$ cat src/rtl/core/ptc_pkg.sv
// Shared types, register indexes and fixed-point helpers for the pressure and
// temperature compensation pipeline. No dependencies.
package ptc_pkg;

	// Width of the shared restoring divider (one quotient bit per stage).
	localparam int DIV_W = 64;
	localparam int REG_IDX_W = 3;

	// Configuration register indexes.
	typedef enum logic [REG_IDX_W-1:0] {
		REG_TEMP_CAL   = 3'd0,
		REG_PRESS_LOW  = 3'd1,
		REG_PRESS_HIGH = 3'd2,
		REG_PRESS_P9   = 3'd3,
		REG_MODE       = 3'd4
	} reg_idx_t;

	// Calibration words as the pipeline sees them.
	typedef struct packed {
		logic [15:0] t1;
		logic [15:0] t2;
		logic [15:0] t3;
		logic [15:0] p1;
		logic [15:0] p2;
		logic [15:0] p3;
		logic [15:0] p4;
		logic [15:0] p5;
		logic [15:0] p6;
		logic [15:0] p7;
		logic [15:0] p8;
		logic [15:0] p9;
		logic        mode;
	} cal_t;

	// Data that rides alongside the divider.
	typedef struct packed {
		logic [31:0] tc;
		logic [31:0] tf;
		logic        dz;
		logic        neg;
		logic        shl;
	} side_t;

	typedef struct packed {
		logic [DIV_W-1:0] num;
		logic [DIV_W-1:0] den;
		side_t            side;
	} div_req_t;

	function automatic logic [31:0] sx32(input logic [15:0] v);
		return {{16{v[15]}}, v};
	endfunction

	function automatic logic [63:0] sx64(input logic [15:0] v);
		return {{48{v[15]}}, v};
	endfunction

	function automatic logic [31:0] asr32(input logic [31:0] v, input int unsigned s);
		return 32'($signed(v) >>> s);
	endfunction

	function automatic logic [63:0] asr64(input logic [63:0] v, input int unsigned s);
		return 64'($signed(v) >>> s);
	endfunction

endpackage

$ cat src/rtl/core/ptc_temp.sv
// Temperature stages: fine temperature from the raw temperature and T1..T3.
// Depends on ptc_pkg.
module ptc_temp (
	input  logic          clk,
	input  logic          arst_n,
	input  logic          en,
	input  logic          in_vld,
	input  logic [19:0]   raw_t,
	input  logic [19:0]   raw_p,
	input  ptc_pkg::cal_t cal,
	output logic          vld_s2,
	output logic [31:0]   tf_s2,
	output logic [19:0]   adc_p_s2
);
	import ptc_pkg::*;

	logic        vld_s1;
	logic [31:0] prod_s1, dd_s1;
	logic [19:0] adc_p_s1;
	logic [31:0] x, d;

	// Linear and square terms of the raw temperature.
	assign x = {15'b0, raw_t[19:3]} - {15'b0, cal.t1, 1'b0};
	assign d = {16'b0, raw_t[19:4]} - {16'b0, cal.t1};

	always_ff @(posedge clk or negedge arst_n) begin
		if (!arst_n) begin
			vld_s1 <= 1'b0;
			vld_s2 <= 1'b0;
		end else if (en) begin
			vld_s1 <= in_vld;
			vld_s2 <= vld_s1;
		end
	end

	always_ff @(posedge clk) begin
		if (en) begin
			prod_s1  <= x * sx32(cal.t2);
			dd_s1    <= d * d;
			adc_p_s1 <= raw_p;
			tf_s2    <= asr32(prod_s1, 11) + asr32(asr32(dd_s1, 12) * sx32(cal.t3), 14);
			adc_p_s2 <= adc_p_s1;
		end
	end

endmodule

$ cat config.mk
export PLATFORM = sky130hd
export DESIGN_NAME = ptc_temp
export DESIGN_NICKNAME = d
export VERILOG_FILES = /design/src/rtl/core/ptc_pkg.sv /design/src/rtl/core/ptc_temp.sv
export SDC_FILE = /design/constraint.sdc
export NUM_CORES = 2
export LEC_CHECK = 0
export BUFFER_PORTS_ARGS = -buffer_cell sky130_fd_sc_hd__buf_4
export CAP_MARGIN = 15
export CORE_AREA = 2 2 265 267
export DETAILED_ROUTE_END_ITERATION = 6
export DIE_AREA = 0 0 267 269
export PLACE_DENSITY = 0.79
export SYNTH_ARGS = -nofsm -noshare
export SYNTH_HDL_FRONTEND = slang
export SYNTH_SLANG_ARGS = --single-unit
$ cat constraint.sdc
create_clock -name clk -period 17.9 [get_ports clk]
set_input_delay 1.79 -clock clk [delete_from_list [all_inputs] [get_ports clk]]
set_output_delay 1.79 -clock clk [all_outputs]
set_load 0.03 [all_outputs]
Word-level counts from Yosys, hierarchy flattened:

Cells that the tools add are included.

* bits in registers: 138
* latch bits: 0
* memory bits (writable): 0
* ROM bits: 0
* logic and storage cells: 13
* memories: 0

* add/subtract/negate cells: 3
* $mul: 3
* div/mod/pow operators: 0
* order comparisons: 0
* equal/unequal tests: 0
* shift-type cells: 0
* mux-type cells: 0
* bitwise operators: 0
* reductions and logical operators: 0

Operator list (number)
* multiplier 17 x 17 -> 32 bit: 1
* multiplier 18 x 16 -> 32 bit: 1
* multiplier 20 x 16 -> 32 bit: 1
* adder 21 x 18 -> 22 bit: 1
* subtractor 17 x 17 -> 18 bit: 1
* subtractor 16 x 16 -> 17 bit: 1

Logic depth before layout (Yosys ltp):

* word-level depth: 2
* depth in mapped cells: 35
* mapped depth without buffers: 34

Worst setup path before layout:

No wires, ideal clock.

* path type: input to register
* start point: input cal[178] in the netlist's numbering
* end point: register dd_s1[31] (data pin)
* library setup time: 260 ps
* arrival: 9587 ps
* required time: 17640 ps
* slack: 8053 ps
* cell stages on the path: 34
* path buffers: 2
* cells stage by stage: inv_1 -> ha_1 -> nor2b_1 -> o21a_1 -> o21ai_1 -> a21oi_1 -> nand2b_1 -> a31o_2 -> or2_2 -> xor2_1 -> clkbuf_1 -> clkbuf_1 -> nand2_1 -> fa_1 -> inv_1 -> fa_1 -> inv_1 -> fa_1 -> inv_1 -> fa_1 -> fa_1 -> inv_1 -> fa_1 -> inv_1 -> ha_1 -> a21o_1 -> a21o_1 -> a21o_1 -> a22o_1 -> o41a_1 -> a221o_1 -> a221o_1 -> a21oi_2 -> xnor2_1

* cells in the longest elaborated chain, start to end: 2

RTL lines
* from (decl): RTL line ptc_temp.sv:10 `input ptc_pkg::cal_t cal,`
* subtractor 16 x 16 -> 17 bit: RTL line ptc_temp.sv:24 `assign d = {16'b0, raw_t[19:4]} - {16'b0, cal.t1};`
* multiplier 17 x 17 -> 32 bit: RTL line ptc_temp.sv:39 `dd_s1 <= d * d;`
* to (signal assigned): RTL line ptc_temp.sv:39
* to (decl): RTL line ptc_temp.sv:18 `logic [31:0] prod_s1, dd_s1;`

Every way passes these cells.
A chain may end at the register's enable or synchronous reset.

Worst setup path after layout:

Same ends and word-level chain as after synthesis.

==> run summary <==
TIMING
-------------------------------------------------------------------------------------
Remaining max-slew budget at the tightest pin                                   33.6%
Endpoints failing hold                                                              0
Tmin final                                                                   10630 ps
Transition time at the pin with the least slew margin                          994 ps
Aggregate negative setup slack                                                   0 ps
Number of endpoints failing setup at the final stage                                0
Unrepaired setup endpoints after global routing                                 false
Maximum operating frequency                                                0.0941 GHz
Worst clock skew on the final layout                                          15.3 ps
Post-route clock period utilization                                             59.4%
Final count of pins violating max slew                                              0

MIN PATH
-------------------------------------------------------------------------------------
Number of instances on the worst hold path                                          0
Startpoint of the worst hold path                                        adc_p_s1[4]$_DFFE_PP_
Worst min-delay path class                                               flip-flop to flip-flop
Min-Delay Endpoint                                                       adc_p_s2[4]$_DFFE_PP_

SETUP PATH
-------------------------------------------------------------------------------------
Worst setup slack for register-to-register paths                              9160 ps
Critical register-to-register path startpoint                            dd_s1[31]$_DFFE_PP_
Critical path endpoint category                                             flip-flop
Crit path launch type                                                      input port
Master of the slowest instance on the critical path                      sky130_fd_sc_hd__xor2_2
Maximum fanout along the worst path                                                17
Total buffers and inverters traversed by the critical path                          8
Top delay family on crit path                                             adder cells
Endpoint of the worst-slack reg-to-reg timing path                       tf_s2[19]$_DFFE_PP_
Critical path class                                                      input port to flip-flop
CP required                                                                  18010 ps
Cell depth of the worst flop-to-flop path                                          27
Arr. time, crit path                                                         10740 ps
Longest individual stage delay on the worst path                               610 ps

ROUTING
-------------------------------------------------------------------------------------
Count of routing violations after the opening detailed-route iteration           1374
Final routed DRC violation total                                                    0
Average vias per placed instance                                                 5.13
Per-cell routed wire length                                                   16.6 um
Antenna-violating nets left                                                         0
Final routed wirelength across all metal layers                              76500 um
Total number of vias                                                            23600
Pre-antenna DRT Iters                                                               5

YOSYS
-------------------------------------------------------------------------------------
Number of register bits inferred by synthesis                                     105
Post-synthesis average cell area                                            9.47 um^2
Prevailing post-synth register cell                                      sky130_fd_sc_hd__edfxtp_1
Count of flip-flops with a built-in enable after synthesis                        103
FFs w/ async S/R, synth                                                         1.90%
Fraction of the yosys area taken by sequential cells                            9.18%
Mapped Area                                                                34200 um^2
Post-Syn Nets                                                                    4944
Number of cells produced by synthesis                                            3614
Post-synth cell types                                                              65
Synthesis Warnings                                                                  0

LAYOUT
-------------------------------------------------------------------------------------
Area grow syn2layout                                                            6.46%
Fillcell total                                                                   6086
Most common cell after layout, fill and taps aside                       sky130_fd_sc_hd__inv_1
Post-layout net count                                                            4985
Post-layout instance count excluding filler cells                                4600
Number of antenna cells inserted                                                    0
Proportion of layout cells with a drive suffix above 1                          5.71%
Most frequent cells in the layout                                        sky130_fd_sc_hd__inv_1, sky130_fd_sc_hd__fa_1, sky130_fd_sc_hd__nand2_1

GRT
-------------------------------------------------------------------------------------
Via count of the first global-routing pass                                      26100
GRT Residual Overflow                                                               0
Global-route wire length before repair                                      129000 um
Global-route usage over all layers                                              22.7%
Number of antenna violations at the first check in global routing                   1
Largest net degree at the start of global routing                                  57

CLOCK TREE
-------------------------------------------------------------------------------------
Post-CTS repair timing setup buffer count                                           0
Root buffer cell                                                         sky130_fd_sc_hd__clkbuf_16
Clock-pin slew on the worst setup and hold paths                                80 ps
Count of hold-fix buffers inserted at cts                                           0
Clock tree from TritonCTS                                                       built
CTS Buffer Depth                                                                    2
CTS H-tree lvls                                                                     3
Worst-Skew Late Latency                                                        390 ps
Sink Count                                                                        105
Count of instances resized after the clock tree is built                            0
Total CTS buffers                                                                   9

RUN STATUS
-------------------------------------------------------------------------------------
Status                                                                   complete, no violations

FLOORPLANNING
-------------------------------------------------------------------------------------
Die Area                                                                   71800 um^2
Horizontal die dimension                                                       267 um
# rows                                                                             97
Initial cell density of the core                                                49.4%
Placeable core region                                                      69300 um^2
DIE HEIGHT                                                                     269 um
Number of placed I/O pins                                                         290

PLACEMENT
-------------------------------------------------------------------------------------
Port Buf Inserts                                                                  141
Routability Congestion                                                          0.872
DPL Wire Length                                                              62600 um
Cell count after placement                                                       4584

FLOW RUN
-------------------------------------------------------------------------------------
Max_cap viols                                                                       0

-- sequential cells by signal (all words and copies together), names as in the netlist --
register	cells
adc_p_s1	20
adc_p_s2	20
dd_s1	20
prod_s1	21
tf_s2	22
vld_s1	1
vld_s2	1
-- logic make-up after synthesis --
group | share of synthesized area (%)
adder cells (fa/ha/maj) | 57.9
multiplexers | 0.0950
XOR/XNOR | 3.29
flip-flops | 9.18
AO/OA/AOI/OAI | 4.17
AND/OR/NAND/NOR | 12.6
buffers and inverters | 12.8
-- cell type report --
class | count | area (um^2) | share of cell area (%)
Clock buffer | 10 | 229 | 0.628
Tap cell | 940 | 1180 | 3.23
Multi-Input combinational cell | 2355 | 26800 | 73.5
Inverter | 1020 | 3830 | 10.5
Sequential cell | 105 | 3140 | 8.63
Clock inverter | 6 | 61.3 | 0.168
Timing Repair Buffer | 164 | 1230 | 3.38
-- synthesized netlist by cell type, types with 10 or more instances --
cell type,instances,area [um^2]
sky130_fd_sc_hd__a21oi_1,52,260
sky130_fd_sc_hd__xor2_1,32,280
sky130_fd_sc_hd__nand2_1,431,1620
sky130_fd_sc_hd__buf_4,10,75.1
sky130_fd_sc_hd__o21a_1,14,105
sky130_fd_sc_hd__clkbuf_1,116,435
sky130_fd_sc_hd__nand2b_1,24,150
sky130_fd_sc_hd__o21bai_1,10,75.1
sky130_fd_sc_hd__edfxtp_1,103,3090
sky130_fd_sc_hd__nor3_1,16,80.1
sky130_fd_sc_hd__nor2_1,143,537
sky130_fd_sc_hd__inv_1,1013,3800
sky130_fd_sc_hd__and2_1,227,1420
sky130_fd_sc_hd__xnor2_1,94,823
sky130_fd_sc_hd__nor2b_1,24,150
sky130_fd_sc_hd__o21ai_0,28,140
sky130_fd_sc_hd__fa_1,818,16400
sky130_fd_sc_hd__a21o_1,40,300
sky130_fd_sc_hd__nand3_1,15,75.1
sky130_fd_sc_hd__ha_1,275,3440
sky130_fd_sc_hd__and3_1,11,68.8
-- worst register-to-register path, cell delays in order, from the launching register on --
cell and delay [ps]:
sky130_fd_sc_hd__edfxtp_1 650, sky130_fd_sc_hd__nand2_1 220, sky130_fd_sc_hd__inv_1 120, sky130_fd_sc_hd__fa_1 690
sky130_fd_sc_hd__inv_1 140, sky130_fd_sc_hd__fa_1 510, sky130_fd_sc_hd__inv_1 50, sky130_fd_sc_hd__fa_1 490
sky130_fd_sc_hd__fa_1 530, sky130_fd_sc_hd__fa_1 500, sky130_fd_sc_hd__inv_1 50, sky130_fd_sc_hd__fa_1 470
sky130_fd_sc_hd__inv_1 40, sky130_fd_sc_hd__ha_1 340, sky130_fd_sc_hd__a21o_1 200, sky130_fd_sc_hd__a21oi_1 140
sky130_fd_sc_hd__o21bai_1 80, sky130_fd_sc_hd__a21o_1 200, sky130_fd_sc_hd__or3_1 340, sky130_fd_sc_hd__a2111oi_1 590
sky130_fd_sc_hd__nor2_1 160, sky130_fd_sc_hd__a311oi_1 340, sky130_fd_sc_hd__xnor2_1 400, sky130_fd_sc_hd__ha_1 450
sky130_fd_sc_hd__and3_1 210, sky130_fd_sc_hd__a21oi_1 250, sky130_fd_sc_hd__nand2_1 140, sky130_fd_sc_hd__o311ai_1 280
-- worst max-delay path by stage --
| stage | start | to | slack [ps] | depth (start not counted) |
|---|---|---|---|---|
| floorplan | cal[178] | dd_s1[31]$_DFFE_PP_ | 8050 | 34 |
| global placement | cal[178] | dd_s1[31]$_DFFE_PP_ | 7020 | 34 |
| detailed placement | cal[178] | dd_s1[31]$_DFFE_PP_ | 6930 | 34 |
| CTS | cal[178] | dd_s1[31]$_DFFE_PP_ | 7330 | 34 |
| global route | cal[178] | dd_s1[29]$_DFFE_PP_ | 6830 | 34 |
| finish | cal[178] | dd_s1[31]$_DFFE_PP_ | 7270 | 34 |
-- routing by layer --
| layer | global-route usage, % | share of wire (%) | vias to the layer above |
|---|---|---|---|
| met5 | 0 | 0 | - |
| met4 | 8.76 | 3.8 | 0 |
| met3 | 2.83 | 6.3 | 171 |
| met2 | 39.4 | 50 | 819 |
| met1 | 29.2 | 40 | 12000 |
| li1 | - | - | 10600 |
-- stage by stage --
step | utilization (%) | setup WS (ps) | hold slack, ps | area, um^2
after floorplan | - | 8050 | 400 | 34200
after global placement | 52.2 | 7020 | 400 | 36100
after detailed placement | 52.2 | 6930 | 405 | 36100
after CTS | 52.6 | 7330 | 418 | 36400
after global routing | 52.6 | 6830 | 428 | 36400
final | 52.6 | 7270 | 421 | 36400
Power is left out: the tool's default activity adds up to more than one toggle a clock period on the data nets, which glitch-free logic cannot reach.
